### config.mk
export PLATFORM = sky130hd
export DESIGN_NAME = usb_midi_packetizer_top
export DESIGN_NICKNAME = d
export VERILOG_FILES = /design/src/hdl/umidi_pkg.sv /design/src/hdl/umidi_encode.sv /design/src/hdl/usb_midi_packetizer_top.sv
export SDC_FILE = /design/constraint.sdc
export NUM_CORES = 1
export LEC_CHECK = 0
export ABC_AREA = 1
export BUFFER_PORTS_ARGS = -buffer_cell sky130_fd_sc_hd__buf_2
export CAP_MARGIN = 30
export CORE_MARGIN = 10
export CORE_UTILIZATION = 35
export DETAILED_ROUTE_END_ITERATION = 10
export PLACE_DENSITY = 0.54
export SLEW_MARGIN = 20
export SYNTH_ARGS = -nofsm -noshare
export SYNTH_HDL_FRONTEND = slang
export SYNTH_SLANG_ARGS = --single-unit
export TNS_END_PERCENT = 20
### constraint.sdc
create_clock -name aclk -period 3.5 [get_ports aclk]
set_input_delay 0.175 -clock aclk [delete_from_list [all_inputs] [get_ports aclk]]
set_output_delay 0.175 -clock aclk [all_outputs]
set_load 0.02 [all_outputs]
### src/hdl/umidi_pkg.sv
// shared types and constants of the usb midi event packet encoder
`timescale 1ns / 1ps
`default_nettype none

package umidi_pkg;

    // number of virtual cables with sysex state
    localparam int CABLE_COUNT = 16;
    localparam int CABLE_IDX_W = (CABLE_COUNT > 1) ? $clog2(CABLE_COUNT) : 1;

    // code index numbers
    localparam logic [3:0] CIN_SYSCOM_TWO   = 4'h2;
    localparam logic [3:0] CIN_SYSCOM_THREE = 4'h3;
    localparam logic [3:0] CIN_SYSEX_GO     = 4'h4;
    localparam logic [3:0] CIN_END_ONE      = 4'h5;
    localparam logic [3:0] CIN_END_TWO      = 4'h6;
    localparam logic [3:0] CIN_END_THREE    = 4'h7;
    localparam logic [3:0] CIN_REALTIME     = 4'hF;

    // status bytes
    localparam logic [7:0] ST_SYSEX_START = 8'hF0;
    localparam logic [7:0] ST_MTC_QUARTER = 8'hF1;
    localparam logic [7:0] ST_SONG_POS    = 8'hF2;
    localparam logic [7:0] ST_SONG_SEL    = 8'hF3;
    localparam logic [7:0] ST_TUNE_REQ    = 8'hF6;
    localparam logic [7:0] ST_SYSEX_END   = 8'hF7;
    localparam logic [7:0] ST_REALTIME_LO = 8'hF8;
    localparam logic [7:0] ST_CHANNEL_LO  = 8'h80;
    localparam logic [7:0] ST_CHANNEL_HI  = 8'hEF;

    // operation codes
    localparam logic OP_SHORT = 1'b0;
    localparam logic OP_SYSEX = 1'b1;

    typedef struct packed {
        logic       operation;
        logic [3:0] cable_number;
        logic [7:0] first_byte;
        logic [7:0] second_byte;
        logic [7:0] third_byte;
        logic [1:0] message_length;
    } item_t;

    typedef struct packed {
        logic        active;
        logic [1:0]  count;
        logic [23:0] bytes;
    } sx_entry_t;

    typedef struct packed {
        logic        emit;
        logic        write;
        sx_entry_t   entry;
        logic [31:0] word;
    } enc_result_t;

    function automatic logic [31:0] pack_word(input logic [3:0] cable, input logic [3:0] cin,
                                              input logic [7:0] b1, input logic [7:0] b2,
                                              input logic [7:0] b3);
        pack_word = {b3, b2, b1, cable, cin};
    endfunction

endpackage

`default_nettype wire

### src/hdl/umidi_encode.sv
// packet encoder: one item plus its cable's sysex entry to a packet and new entry
`timescale 1ns / 1ps
`default_nettype none

module umidi_encode (
    input  wire umidi_pkg::item_t       item,
    input  wire umidi_pkg::sx_entry_t   entry,
    input  wire                         cable_ok,
    output umidi_pkg::enc_result_t      res
);
    import umidi_pkg::*;

    logic [7:0]  st;
    logic [7:0]  b2;
    logic [7:0]  b3;
    logic [1:0]  cnt;
    logic [1:0]  cnt_inc;
    logic [23:0] data;

    always_comb begin
        st      = item.first_byte;
        b2      = (item.message_length >= 2'd2) ? item.second_byte : 8'h00;
        b3      = (item.message_length == 2'd3) ? item.third_byte : 8'h00;
        cnt     = (entry.count > 2'd2) ? 2'd2 : entry.count;
        cnt_inc = cnt + 2'd1;
        case (cnt)
            2'd0:    data = {entry.bytes[23:8], st};
            2'd1:    data = {entry.bytes[23:16], st, entry.bytes[7:0]};
            default: data = {st, entry.bytes[15:0]};
        endcase

        res.emit  = 1'b0;
        res.write = 1'b0;
        res.entry = entry;
        res.word  = 32'h0;

        if (item.operation == OP_SHORT) begin
            if (item.message_length == 2'd0 || st == ST_SYSEX_START || st == ST_SYSEX_END) begin
                res.emit = 1'b0;
            end else if (st >= ST_REALTIME_LO) begin
                res.emit = 1'b1;
                res.word = pack_word(item.cable_number, CIN_REALTIME, st, 8'h00, 8'h00);
            end else if (st == ST_TUNE_REQ) begin
                res.emit = 1'b1;
                res.word = pack_word(item.cable_number, CIN_END_ONE, st, b2, b3);
            end else if (st == ST_MTC_QUARTER || st == ST_SONG_SEL) begin
                res.emit = 1'b1;
                res.word = pack_word(item.cable_number, CIN_SYSCOM_TWO, st, b2, b3);
            end else if (st == ST_SONG_POS) begin
                res.emit = 1'b1;
                res.word = pack_word(item.cable_number, CIN_SYSCOM_THREE, st, b2, b3);
            end else if (st >= ST_CHANNEL_LO && st <= ST_CHANNEL_HI) begin
                res.emit = 1'b1;
                res.word = pack_word(item.cable_number, st[7:4], st, b2, b3);
            end
        end else if (!cable_ok) begin
            res.emit = 1'b0;
        end else if ((st >= ST_MTC_QUARTER && st <= ST_TUNE_REQ) || st >= ST_REALTIME_LO) begin
            // real-time and system common inside the stream are dropped
            res.emit = 1'b0;
        end else if (st == ST_SYSEX_START) begin
            res.write        = 1'b1;
            res.entry.active = 1'b1;
            res.entry.count  = 2'd1;
            res.entry.bytes  = {16'h0000, ST_SYSEX_START};
        end else if (entry.active) begin
            res.write       = 1'b1;
            res.entry.bytes = data;
            if (st == ST_SYSEX_END) begin
                res.emit         = 1'b1;
                res.entry.active = 1'b0;
                res.entry.count  = 2'd0;
                case (cnt_inc)
                    2'd1: res.word = pack_word(item.cable_number, CIN_END_ONE,
                                               data[7:0], 8'h00, 8'h00);
                    2'd2: res.word = pack_word(item.cable_number, CIN_END_TWO,
                                               data[7:0], data[15:8], 8'h00);
                    default: res.word = pack_word(item.cable_number, CIN_END_THREE,
                                                  data[7:0], data[15:8], data[23:16]);
                endcase
            end else if (cnt_inc == 2'd3) begin
                res.emit        = 1'b1;
                res.entry.count = 2'd0;
                res.word        = pack_word(item.cable_number, CIN_SYSEX_GO,
                                            data[7:0], data[15:8], data[23:16]);
            end else begin
                res.entry.count = cnt_inc;
            end
        end
    end

endmodule

`default_nettype wire

### src/hdl/usb_midi_packetizer_top.sv
// top level of the usb midi event packet encoder
//
// usage:
//   input stream: one word per short midi message or per sysex byte
//     s_tuser[0] selects the kind (0 short message, 1 sysex stream byte)
//     s_tdata carries cable, status or stream byte, two data bytes, length
//   output stream: one 32-bit usb-midi event packet per word on m_tdata
//     an input word gives zero or one packet; words that give none vanish
//   path: an accepted input word waits in the input register until the packet
//     register is free, and its packet is then held in the packet register
//   throughput: one word per cycle sustained while m_tready stays high; the
//     per-cable sysex entry is read and rewritten in the same cycle, so words
//     for the same cable may follow each other without gaps
//   reset: aresetn low clears the valid flags of both pipeline registers and
//     every cable's sysex flag and count at the next edge; the block is ready right after
//   stall: while m_tready is low a packet holds on m_tdata; one more input
//     word is still taken into the input register before s_tready drops
`timescale 1ns / 1ps
`default_nettype none

module usb_midi_packetizer_top (
    input  wire         aclk,
    input  wire         aresetn,
    input  wire         s_tvalid,
    output logic        s_tready,
    // s_tdata: cable_number[3:0], first_byte[11:4], second_byte[19:12],
    //          third_byte[27:20], message_length[29:28], zero fill[31:30]
    input  wire  [31:0] s_tdata,
    // s_tuser: operation[0]
    input  wire  [0:0]  s_tuser,
    output logic        m_tvalid,
    input  wire         m_tready,
    // m_tdata: packet_word[31:0]
    output logic [31:0] m_tdata
);
    import umidi_pkg::*;

    // input register
    logic        item_valid_reg;
    item_t       item_reg;

    // per-cable sysex state
    logic        active_reg [CABLE_COUNT];
    logic [1:0]  count_reg  [CABLE_COUNT];
    logic [23:0] bytes_reg  [CABLE_COUNT];

    // packet register
    logic        out_valid_reg;
    logic [31:0] out_data_reg;

    logic                   out_free;
    logic                   advance;
    logic                   cable_ok;
    logic [CABLE_IDX_W-1:0] cable_idx;
    sx_entry_t              cur_entry;
    enc_result_t            res;

    // a packet slot frees when empty or taken this cycle
    assign out_free = !out_valid_reg || m_tready;
    assign advance  = item_valid_reg && out_free;
    assign s_tready = !item_valid_reg || out_free;

    assign cable_ok  = ({1'b0, item_reg.cable_number} < 5'(CABLE_COUNT));
    assign cable_idx = item_reg.cable_number[CABLE_IDX_W-1:0];

    always_comb begin
        cur_entry = '0;
        if (cable_ok) begin
            cur_entry.active = active_reg[cable_idx];
            cur_entry.count  = count_reg[cable_idx];
            cur_entry.bytes  = bytes_reg[cable_idx];
        end
    end

    umidi_encode u_encode (
        .item     (item_reg),
        .entry    (cur_entry),
        .cable_ok (cable_ok),
        .res      (res)
    );

    // input register
    always_ff @(posedge aclk) begin
        if (!aresetn) begin
            item_valid_reg <= 1'b0;
        end else if (s_tready) begin
            item_valid_reg <= s_tvalid;
        end
    end

    always_ff @(posedge aclk) begin
        if (s_tready && s_tvalid) begin
            item_reg.operation      <= s_tuser[0];
            item_reg.cable_number   <= s_tdata[3:0];
            item_reg.first_byte     <= s_tdata[11:4];
            item_reg.second_byte    <= s_tdata[19:12];
            item_reg.third_byte     <= s_tdata[27:20];
            item_reg.message_length <= s_tdata[29:28];
        end
    end

    // sysex state update, only when the word moves on
    always_ff @(posedge aclk) begin
        if (!aresetn) begin
            for (int i = 0; i < CABLE_COUNT; i++) begin
                active_reg[i] <= 1'b0;
                count_reg[i]  <= 2'd0;
            end
        end else if (advance && res.write) begin
            active_reg[cable_idx] <= res.entry.active;
            count_reg[cable_idx]  <= res.entry.count;
        end
    end

    // gathered bytes above the count are never shown, so no reset
    always_ff @(posedge aclk) begin
        if (advance && res.write) begin
            bytes_reg[cable_idx] <= res.entry.bytes;
        end
    end

    // packet register
    always_ff @(posedge aclk) begin
        if (!aresetn) begin
            out_valid_reg <= 1'b0;
        end else if (out_free) begin
            out_valid_reg <= advance && res.emit;
        end
    end

    always_ff @(posedge aclk) begin
        if (advance && res.emit) begin
            out_data_reg <= res.word;
        end
    end

    assign m_tvalid = out_valid_reg;
    assign m_tdata  = out_data_reg;

`ifndef ASSERT_OFF
    // a word that makes a packet shows it on the next cycle
    a_emit_shows: assert property (@(posedge aclk) disable iff (!aresetn)
        (advance && res.emit) |=> (m_tvalid && m_tdata == $past(res.word)))
        else $error("packet lost after encode");

    // a taken packet with nothing behind it leaves the output empty
    a_drain: assert property (@(posedge aclk) disable iff (!aresetn)
        (m_tvalid && m_tready && !(advance && res.emit)) |=> !m_tvalid)
        else $error("packet repeated");

    // the gathered byte count never reaches a full packet in storage
    a_count_range: assert property (@(posedge aclk) disable iff (!aresetn)
        item_valid_reg |-> (cur_entry.count != 2'd3))
        else $error("sysex count out of range");

    // the input register holds while the output is blocked
    a_hold_item: assert property (@(posedge aclk) disable iff (!aresetn)
        (item_valid_reg && !out_free) |=> (item_valid_reg && $stable(item_reg)))
        else $error("input word dropped under stall");
`endif

endmodule

`default_nettype wire

Word-level counts from Yosys, hierarchy flattened. Memories as Yosys holds them, arrays and structs flattened. A register that Yosys moved wholly into a read port is not among the register bits. Index checks and enable logic that the tools add are counted.

Memories kept: 3. Register bits: 65. Bits of input ports: 37. RAM bits: 432. Output and inout port bits: 34.

Add/sub/neg operators: 1. Reduce and logical (&&, ||, !) cells: 18. Muxes and demuxes: 47. $lt $le $gt $ge: 7. Equality and inequality tests: 11.

Memories: bytes_reg (words 16, width 24, rd ports 1, clocked after memory_dff 1, wr ports 1, line usb_midi_packetizer_top.sv:45) `logic [23:0] bytes_reg [CABLE_COUNT];`; count_reg (words 16, width 2, rd ports 1, clocked after memory_dff 1, wr ports 16, line usb_midi_packetizer_top.sv:44) `logic [1:0] count_reg [CABLE_COUNT];`; active_reg (words 16, width 1, rd ports 1, clocked after memory_dff 1, wr ports 16, line usb_midi_packetizer_top.sv:43) `logic active_reg [CABLE_COUNT];`.

Operators by type and width (number): $mux 32 (10); $pmux 32 s2 (1); $mux 61 (1); $mux 60 (1); $mux 28 (2); $eq 8x8->1 const B (6); $pmux 24 s2 (1); $ge 8x8->1 const B (3); $mux 1 (20); $mux 4 (5); $le 8x8->1 const B (2); $mux 8 (2); $mux 2 (4); $eq 2x2->1 const B (3); $logic_and 1x1->1 (6); $logic_or 1x1->1 (6); $eq 2x1->1 const B (2); $logic_not 2->1 (2); $add 2x1->2 const B (1); $ge 2x2->1 const B (1); $gt 2x2->1 const B (1); $logic_not 1->1 (2); $reduce_or 2->1 (1); $reduce_or 1->1 (1).

Longest topological paths before layout. Gate-level depths: netlist of run 1.

Depth after elaboration: 16. Gate-level depth with buffers: 17.

Cells and area by module. From an unflattened synthesis of run 1, not the netlist that was laid out.

Cell total of the unflattened synthesis: 2382. Area, all modules: 22806.9 um^2.

By module, submodules not included: usb_midi_packetizer_top (times used 1, cells an instance 2013, sequential area each 14824.2 um^2, area each 21157.8 um^2); umidi_encode (times used 1, cells an instance 369, sequential area each 0.0 um^2, area each 1649.1 um^2).

Least setup slack after synthesis of run 1. No wires, ideal clock.

Path kind: reg-to-reg. Start point: register item_reg[21] (netlist bit). End point: register out_data_reg[0] (netlist: m_tdata[0]) (enable). Data required time: 3113 ps. Buffers on the path: 0. Stages on the path, launching flop included: 10. Path slack: 940 ps. Data arrival time: 2174 ps. Library setup time: 387 ps. Cells stage by stage: edfxtp_1 nor2_2 nand3_1 nand2_1 inv_1 a21oi_4 nand3_1 o21bai_1 nand2_1 inv_1.

Cells in the longest elaborated chain, start to end: 10. Elaborated cells between the ends (all ways): 29.

RTL lines: from (decl) (line usb_midi_packetizer_top.sv:40) `item_t item_reg;`; $ge 8x8->1 / $le 8x8->1 (equally long branches) (line umidi_encode.sv:52) `end else if (st >= ST_CHANNEL_LO && st <= ST_CHANNEL_HI) begin`; $logic_and 1x1->1 (line umidi_encode.sv:52); $mux 1 (line umidi_encode.sv:52); $mux 1 (line umidi_encode.sv:49) `end else if (st == ST_SONG_POS) begin`; $mux 1 (line umidi_encode.sv:46) `end else if (st == ST_MTC_QUARTER || st == ST_SONG_SEL) begin`; $mux 1 (line umidi_encode.sv:43) `end else if (st == ST_TUNE_REQ) begin`; $mux 1 (line umidi_encode.sv:40) `end else if (st >= ST_REALTIME_LO) begin`; $mux 1 (line umidi_encode.sv:38) `if (item.message_length == 2'd0 || st == ST_SYSEX_START || st == ST_SYSEX_END) begin`; $mux 1 (*) (line umidi_encode.sv:37) `if (item.operation == OP_SHORT) begin`; $logic_and 1x1->1 (*) (line usb_midi_packetizer_top.sv:132) `if (advance && res.emit) begin`; to (signal assigned) (line usb_midi_packetizer_top.sv:133) `out_data_reg <= res.word;`; to (decl) (line usb_midi_packetizer_top.sv:49) `logic [31:0] out_data_reg;`.

Every way passes the cells marked *; elsewhere a longest branch is shown, timed or not. A chain may end at the register's enable or synchronous reset.

==> results.cfg, run 1 <==
[sta]
setup_total_negative_slack_ps = 0
setup_viol = 0
timing.clock.skew_ps = 9.74
hold-worst-slack_ps = 20.2
rsz0062_at_grt = no
finalWorstPathRequiredPeriod_ps = 2860
layout_worst_path_cycle_share = 0.817
timing.final.max_slew_violations = 0
final_hold_viol_count = 0
timing.max_slew.rel_slack = 0.445
fmax_ghz = 0.350
max_slew.worst_pin.slew_ps = 832

[floorplan]
chipWidth_um = 234
starting_density_of_the_core = 0.355
rows = 78
floorplan.die_area_um2 = 55000
die_h_um = 234
ios = 71
fp.coreArea_um2 = 45400

[finish]
finish.net_count = 1660
final_common_cell = nand2_1
n_antenna_cell = 0
mostFrequentLayoutCells = 474 x nand2_1, 351 x edfxtp_1, 317 x nand3_1
post_route_cells_drive_above_1_share = 0.125
largest_register_ff_count = 256
post_layout_nonfiller_instances = 2253
areaGrowthSynthToFinish_pct = 16.9

[power_and_ir_drop]
p_per_area_nw_per_um2 = 551
leakagePower_nw = 7.28
power.total_mw = 10.4
max-vdd-ir-drop_uv = 308

[synth]
ys_ff_latch = 373
synth.distinct_cells = 35
netlist_instances = 1511
syn_std_cell_area_um2 = 16100
yosys_warnings = 0
yosysSeqAreaShare = 0.682
syn-num-nets = 1548
post_synth.cell_area_avg_um2 = 10.6

[route]
first_pass_iters = 5
dr_total_vias = 11316
wire_per_inst_um = 18.9
vias_per_std_cell = 5.02
drt.antenna.violating_nets = 0
routed_wirelength_mm = 42.6
drc = 0
drtIter0Drc = 962

[critical_path]
worst-r2r-cell-count = 10
worstPathArrival_ps = 3120
cp-end-kind = flop
critical_path.startpoint_type = flop
crit_type = flop to flop
crit_required_ps = 3760
crit_fanout = 33

[placement]
dp_hpwl_mm = 24.8
placed_cells_incl_taps = 2148
place.port_buffers = 68
gp_routability_congestion = 0.886

[cts]
cts_sinks = 373
post_cts_resize_count = 0
tritoncts_clock_tree = done
clock_latency_ps = 540
clock_tree.buffer_depth = 3
clk_pin_slew_ps = 60
cts_root_buffer = clkbuf_16
cts-htree-levels = 2
cts.repair_timing.setup_buffer_count = 0
cts_inserted_buffers = 40

[grt]
grt_pass1_vias = 10914
grt_start_max_net_pins = 129
number_of_antenna_violations_at_the_first_check_in_global_routing = 0
wire_length_of_the_first_global_routing_pass_mm = 64.7
global_route.overflow_total = 0
aggregate_global_route_resource_usage = 0.153

[worst_hold_path]
holdCritPathClass = input pin to flop
hold_path_startpoint = aresetn
hold-path-cell-count = 3

[outcome]
result_of_the_run = finished, final reports clean

[run]
max_cap_violations = 0
[worst paths after layout]
check,end,slack (ps)
hold reg to reg,active_reg[12]$_DFF_P_,470
setup / recovery,bytes_reg[14][0]$_DFFE_PP_,640
hold / removal,item_valid_reg$_SDFFE_PN0N_,20
setup reg to reg,bytes_reg[14][0]$_DFFE_PP_,640
[report_power, final]
group	total, mW	internal, mW	switching [mW]	leakage [nW]
Sequential	5.13	5.10	0.0335	3.42
Clock	4.04	2.37	1.67	0.598
Combinational	1.19	0.336	0.850	3.27
Total	10.4	7.80	2.55	7.28
[metrics by stage]
step           instance area, µm²   util  setup WS, ps
2_1_floorplan               16100      -           940
3_3_place_gp                17200  0.380           688
3_5_place_dp                17200  0.380           693
4_1_cts                     18800  0.414           677
5_1_grt                     18800  0.414           436
6_report                    18800  0.414           642
[Yosys cell counts (all sizes together)]
cell type,number,area (µm²)
o21bai,1,7.51
o21ai,38,194
nor3,1,5.00
a21oi,12,82.6
nand4,2,12.5
inv,92,350
clkinv,2,7.51
clkbuf,16,60.1
o211ai,6,45.0
nor4,1,12.5
nor2,86,358
a31oi,3,18.8
nor3b,1,12.5
nand2,487,1880
nand3b,1,7.51
edfxtp,351,10500
buf,59,358
o31ai,8,60.1
dfxtp,22,440
nand3,322,1640
[layout make-up]
cell class              instances  area, µm²
clock inverters                13        113
repair buffers                145       1140
clock buffers                  59       1120
fillers                      4351      26600
well taps                     600        751
multi-input cells             969       4340
flip-flops and latches        373      11000
inverters                      94        360
[cell families after synthesis]
| kind of cell | count (synthesis) | synth area share |
|---|---|---|
| buffers and inverters | 169 | 0.0482 |
| and+or+nand+nor | 901 | 0.244 |
| AOI/OAI and AO/OA | 68 | 0.0253 |
| DFF | 373 | 0.682 |
[routing by layer]
layer,global-route usage,routed length [µm],vias to the layer above
li1,-,-,5418
met1,0.211,18900,5514
met2,0.244,20200,318
met3,0.0262,2400,66
met4,0.0459,1100,0
met5,0,0,-
[critical path, cell delays in order (launching register included)]
cell and delay [ps]:
dfxtp_2 390, inv_1 200, buf_4 490, o211ai_1 200, nand3_2 200, nand2_4 100, nor2_2 310, nand2_1 90
nand2_1 100, nand2_1 50, nand2_1 420
[repair_timing]
action / 4_1_cts / 5_1_grt
endpoints found under the hold margin: 37 / 0
setup endpoints to repair: 0 / 0
hold buffers: 33 / 0
Power figures use the tool's default switching activity.
==> run 2, diff against run 1 <==
--- a/config.mk
+++ b/config.mk
@@ -11,7 +11,7 @@
 export CORE_MARGIN = 10
 export CORE_UTILIZATION = 35
 export DETAILED_ROUTE_END_ITERATION = 10
-export PLACE_DENSITY = 0.54
+export PLACE_DENSITY = 0.56
 export SLEW_MARGIN = 20
 export SYNTH_ARGS = -nofsm -noshare
 export SYNTH_HDL_FRONTEND = slang
==> constraint.sdc (replaced) <==
create_clock -name aclk -period 2.5 [get_ports aclk]
set_input_delay 0.125 -clock aclk [delete_from_list [all_inputs] [get_ports aclk]]
set_output_delay 0.125 -clock aclk [all_outputs]
set_load 0.02 [all_outputs]
==> run 2 against run 1 <==
Die area unchanged. Routed wire length increased by 2.3%. Setup slack got worse by 570 ps. Highest routed layer unchanged. Power increased by 43%. Critical path type unchanged. Register-to-register slack got worse by 570 ps. Combinational power increased by 67%.
==> results.cfg, run 2 (synthesized netlist as in run 1, its figures left out) <==
[outcome]
result_of_the_run = finished, final reports clean

[route]
drtIter0Drc = 1047
drt.antenna.violating_nets = 0
routed_wirelength_mm = 43.6
vias_per_std_cell = 4.99
dr_total_vias = 11568
drc = 0
wire_per_inst_um = 18.8
first_pass_iters = 5

[critical_path]
cpPeakStageDelay_ps = 370
crit_path_cell_trace = buf_4, nand2_1, nand2_1, nand2_1, nand3_1, nand3_1, nand2_2, nand3_1, buf_12, inv_2, nand3_1, o21ai_0, buf_12
crit_type = flop to flop
crit_path_top_delay_cell = dfxtp_4
crit_required_ps = 2900
path_delay_family = buffers and inverters
crit_path_buf_inv_count = 4
cp-end-kind = flop
worstPathArrival_ps = 2830
cp_common_cell = nand3_1
critical_path.startpoint_type = flop
crit_fanout = 17

[floorplan]
ios = 71
die_h_um = 234
starting_density_of_the_core = 0.355
fp.coreArea_um2 = 45400
chipWidth_um = 234
floorplan.die_area_um2 = 55000
rows = 78

[grt]
global_route.overflow_total = 0
grt_pass1_vias = 11311
grt_start_max_net_pins = 90
number_of_antenna_violations_at_the_first_check_in_global_routing = 0
aggregate_global_route_resource_usage = 0.155
wire_length_of_the_first_global_routing_pass_mm = 65.3

[sta]
rsz0062_at_grt = yes
final_hold_viol_count = 0
hold-worst-slack_ps = 288
setup_viol = 0
max_slew.worst_pin.slew_ps = 895
timing.clock.skew_ps = 24.0
fmax_ghz = 0.411
layout_worst_path_cycle_share = 0.972
timing.max_slew.rel_slack = 0.403
finalWorstPathRequiredPeriod_ps = 2430
timing.final.max_slew_violations = 0

[placement]
place.port_buffers = 68
gp_routability_congestion = 0.885
dp_hpwl_mm = 26.1
dpl-instance-area_um2 = 18100
placed_cells_incl_taps = 2210

[finish]
mostFrequentLayoutCells = 474 x nand2_1, 351 x edfxtp_1, 317 x nand3_1
final_design_area_no_fill_um2 = 19700
finish.net_count = 1725
largest_register_ff_count = 256
areaGrowthSynthToFinish_pct = 22.7
n_antenna_cell = 0
post_layout_nonfiller_instances = 2318
final_common_cell = nand2_1
post_route_cells_drive_above_1_share = 0.159

[worst_hold_path]
holdCritPathClass = input pin to flop

[cts]
tritoncts_clock_tree = done
clk_pin_slew_ps = 60
cts-htree-levels = 2
clock_latency_ps = 560
cts_sinks = 373
clock_tree.buffer_depth = 3
cts_inserted_buffers = 40
cts.repair_timing.setup_buffer_count = 0
cts_root_buffer = clkbuf_16

[power_and_ir_drop]
leakagePower_nw = 7.73
max-vdd-ir-drop_uv = 577
seqPwrFrac = 0.484
power_switching_share = 0.248
power_frac_comb = 0.134
p_per_area_nw_per_um2 = 750
switchingPower_mw = 3.67
cell_internal_pwr_mw = 11.1
clock_power_share = 0.382

[run]
max_cap_violations = 0
-- run 2: cell type report --
type	instances	area, µm²
Clock buffer	59	1100
Multi-Input combinational cell	969	4340
Fill cell	4242	25600
Tap cell	600	751
Timing Repair Buffer	210	2050
Clock inverter	13	140
Sequential cell	373	11000
Inverter	94	364
-- run 2: metal layers --
layer  GRT usage  vias to the layer above  share of wire
met5           0                        -              0
met4      0.0567                        0          0.028
met3      0.0285                       75          0.059
met2       0.253                      335           0.48
met1       0.202                     5593           0.43
li1            -                     5565              -
-- run 2: repair_timing --
| item | in CTS | in global routing |
|---|---|---|
| hold buffers | 34 | 0 |
| setup endpoints to repair | 0 | 201 |
| gates resized for setup | 0 | 6 |
| endpoints found under the hold margin | 37 | 0 |
-- run 2: worst reg2reg max path, cell delays in order (launching register included) --
cell and delay [ps]:
dfxtp_4 370, buf_4 250, nand2_1 80, nand2_1 80, nand2_1 60, nand3_1 80, nand3_1 80, nand2_2 140
nand3_1 160, buf_12 190, inv_2 270, nand3_1 160, o21ai_0 170, buf_12 190
-- run 2: power groups by stage --
stage / Sequential, mW / Clock, mW / Combinational [mW]
CTS: 7.17 / 5.76 / 1.96
global route: 7.17 / 6.02 / 2.17
finish: 7.17 / 5.66 / 1.99
detailed placement: 7.30 / 0 / 1.92
floorplan: 7.32 / 0 / 1.03
global placement: 7.30 / 0 / 1.89
-- run 2: stage by stage --
| stage | utilization | setup TNS [ps] | power (mW) | setup slack (ps) |
|---|---|---|---|---|
| final | 0.435 | 0 | 14.8 | 69.4 |
| after global routing | 0.435 | -5780 | 15.4 | -77.7 |
| after CTS | 0.433 | 0 | 14.9 | 70.3 |
| after detailed placement | 0.398 | 0 | 9.22 | 82.4 |
| after global placement | 0.398 | 0 | 9.19 | 126 |
| after floorplan | - | 0 | 8.34 | 153 |
-- run 2: path summary, 6_finish.rpt --
check                         from                    endpoint  slack [ps]  cells past startpoint
min reg2reg  active_reg[1]$_DFF_P_       active_reg[1]$_DFF_P_         470                      2
max                           flop  bytes_reg[2][15]$_DFFE_PP_          70                     13
max reg2reg                   flop  bytes_reg[2][15]$_DFFE_PP_          70                     13
min                    s_tdata[22]       item_reg[4]$_DFFE_PP_         290                      2
==> run 3, diff against run 2 <==
--- a/config.mk
+++ b/config.mk
@@ -8,10 +8,12 @@
 export ABC_AREA = 1
 export BUFFER_PORTS_ARGS = -buffer_cell sky130_fd_sc_hd__buf_2
 export CAP_MARGIN = 30
+export CELL_PAD_IN_SITES_DETAIL_PLACEMENT = 1
+export CELL_PAD_IN_SITES_GLOBAL_PLACEMENT = 2
 export CORE_MARGIN = 10
 export CORE_UTILIZATION = 35
 export DETAILED_ROUTE_END_ITERATION = 10
-export PLACE_DENSITY = 0.56
+export PLACE_DENSITY = 0.76
 export SLEW_MARGIN = 20
 export SYNTH_ARGS = -nofsm -noshare
 export SYNTH_HDL_FRONTEND = slang
==> run 3 against run 2 <==
Die area unchanged. Count of clock-buffer cells in the layout down 4. Clock power down 3.7%. Fmax down 1.5%. Core utilization up 0.93 points. Sequential power about the same. Via count up 4.9%. Power down 0.30%. Final cell count up 1.7%. Final area up 2.1%. Largest power group unchanged.
==> results.cfg, run 3 (synthesized netlist as in run 1, its figures left out) <==
[critical_path]
path_delay_family = simple AND/OR/NAND/NOR gates
crit_path_cell_trace = nand2_2, nor2_4, nand3_4, nand3_4, a21oi_4, inv_2, nor2_4, nand2_4, clkinv_8, nand2_8, clkinvlp_4, clkbuf_16
worstPathArrival_ps = 2730
cpPeakStageDelay_ps = 510
cp-end-kind = flop
crit_required_ps = 2760
crit_type = flop to flop
crit_path_top_delay_cell = edfxtp_1
crit_fanout = 8
crit_path_buf_inv_count = 4
critical_path.startpoint_type = flop

[power_and_ir_drop]
max-vdd-ir-drop_uv = 398
p_per_area_nw_per_um2 = 732
leakagePower_nw = 7.91

[sta]
fmax_ghz = 0.405
layout_worst_path_cycle_share = 0.987
rsz0062_at_grt = yes
setup_total_negative_slack_ps = 0
hold-worst-slack_ps = 20.1
timing.max_slew.rel_slack = 0.386
timing.clock.skew_ps = 16.6
setup_viol = 0
final_hold_viol_count = 0
timing.final.max_slew_violations = 0
max_slew.worst_pin.slew_ps = 921
finalWorstPathRequiredPeriod_ps = 2470

[worst_hold_path]
holdCritPathClass = input pin to flop

[cts]
cts_inserted_buffers = 41
tritoncts_clock_tree = done
cts_sinks = 373
clk_pin_slew_ps = 60
clock_tree.buffer_depth = 3
cts-htree-levels = 2
cts_root_buffer = clkbuf_16
clock_latency_ps = 560

[placement]
dp_hpwl_mm = 30.4
gp_routability_congestion = 0.822
place.port_buffers = 68
placed_cells_incl_taps = 2236
dpl-instance-area_um2 = 18200

[grt]
global_route.overflow_total = 0
grt_pass1_vias = 12539
grt_start_max_net_pins = 91
aggregate_global_route_resource_usage = 0.179
wire_length_of_the_first_global_routing_pass_mm = 74.4
number_of_antenna_violations_at_the_first_check_in_global_routing = 0

[finish]
areaGrowthSynthToFinish_pct = 25.3
core_utilization_of_the_finished_layout = 0.444
n_antenna_cell = 0
final_common_cell = nand2_1
finish.net_count = 1771
largest_register_ff_count = 256
mostFrequentLayoutCells = 467 x nand2_1, 351 x edfxtp_1, 313 x nand3_1
post_route_cells_drive_above_1_share = 0.192
final_design_area_no_fill_um2 = 20200
post_layout_nonfiller_instances = 2358

[route]
drt.antenna.violating_nets = 0
wire_per_inst_um = 21.6
drc = 0
routed_wirelength_mm = 51.0
vias_per_std_cell = 5.15
dr_total_vias = 12133
drtIter0Drc = 966
first_pass_iters = 5

[outcome]
result_of_the_run = finished, final reports clean

[floorplan]
starting_density_of_the_core = 0.355
floorplan.die_area_um2 = 55000
die_h_um = 234
fp.coreArea_um2 = 45400
rows = 78
ios = 71
chipWidth_um = 234

[run]
max_cap_violations = 0
## run 3: cell count changes in the layout (fill, tap and decap cells not counted), sizes merged, moves of 2 or more
cell | previous run | this run
bufinv | 2 | 0
clkinvlp | 1 | 4
buf | 174 | 216
clkbuf | 61 | 57
## run 3: layer usage
metal / share of wire / up-vias / global-route usage / wire, µm
li1: - / 5639 / - / -
met1: 0.45 / 6185 / 0.237 / 22800
met2: 0.50 / 248 / 0.306 / 25300
met3: 0.038 / 61 / 0.0208 / 1940
met4: 0.020 / 0 / 0.0463 / 995
met5: 0 / - / 0 / 0
## run 3: timing repair
action,4_1_cts,5_1_grt
setup buffers,0,15
hold buffers,33,0
pin swaps,1,10
gates resized for setup,4,54
gates cloned,1,6
endpoints found under the hold margin,37,0
setup endpoints to repair,46,560
## run 3: metrics by stage
| stage | total power, mW | worst slack [ps] |
|---|---|---|
| floorplan | 8.34 | 153 |
| global placement | 9.24 | 49.5 |
| detailed placement | 9.29 | -30.5 |
| CTS | 14.8 | 6.78 |
| global route | 15.3 | -71.8 |
| finish | 14.8 | 32.3 |
## run 3: layout make-up
cell class              instances  area [µm²]
clock inverters                12        76.3
repair buffers                252        2370
repair inverters                2        16.3
fillers                      4969       25200
clock buffers                  55        1080
multi-input cells             970        4500
flip-flops and latches        373       11000
inverters                      94         389
well taps                     600         751
## run 3: worst min-delay path, stage by stage
cell and delay, ps:
buf_2 90, inv_1 150, a21oi_1 150
## run 3: worst paths after layout
path                                             start                          end  slack [ps]  depth (start not counted)
worst max-delay path            item_reg[20]$_DFFE_PP_   bytes_reg[11][6]$_DFFE_PP_          30                         12
worst min-delay path                           aresetn  item_valid_reg$_SDFFE_PN0N_          20                          3
worst max register to register  item_reg[20]$_DFFE_PP_   bytes_reg[11][6]$_DFFE_PP_          30                         12
worst min register to register   active_reg[0]$_DFF_P_        active_reg[0]$_DFF_P_         470                          2
## run 3: power breakdown
group          switching, mW  leakage [nW]  internal, mW
Sequential            0.0373          3.42          7.14
Clock                   2.43         0.564          3.02
Combinational           1.39          3.92         0.756
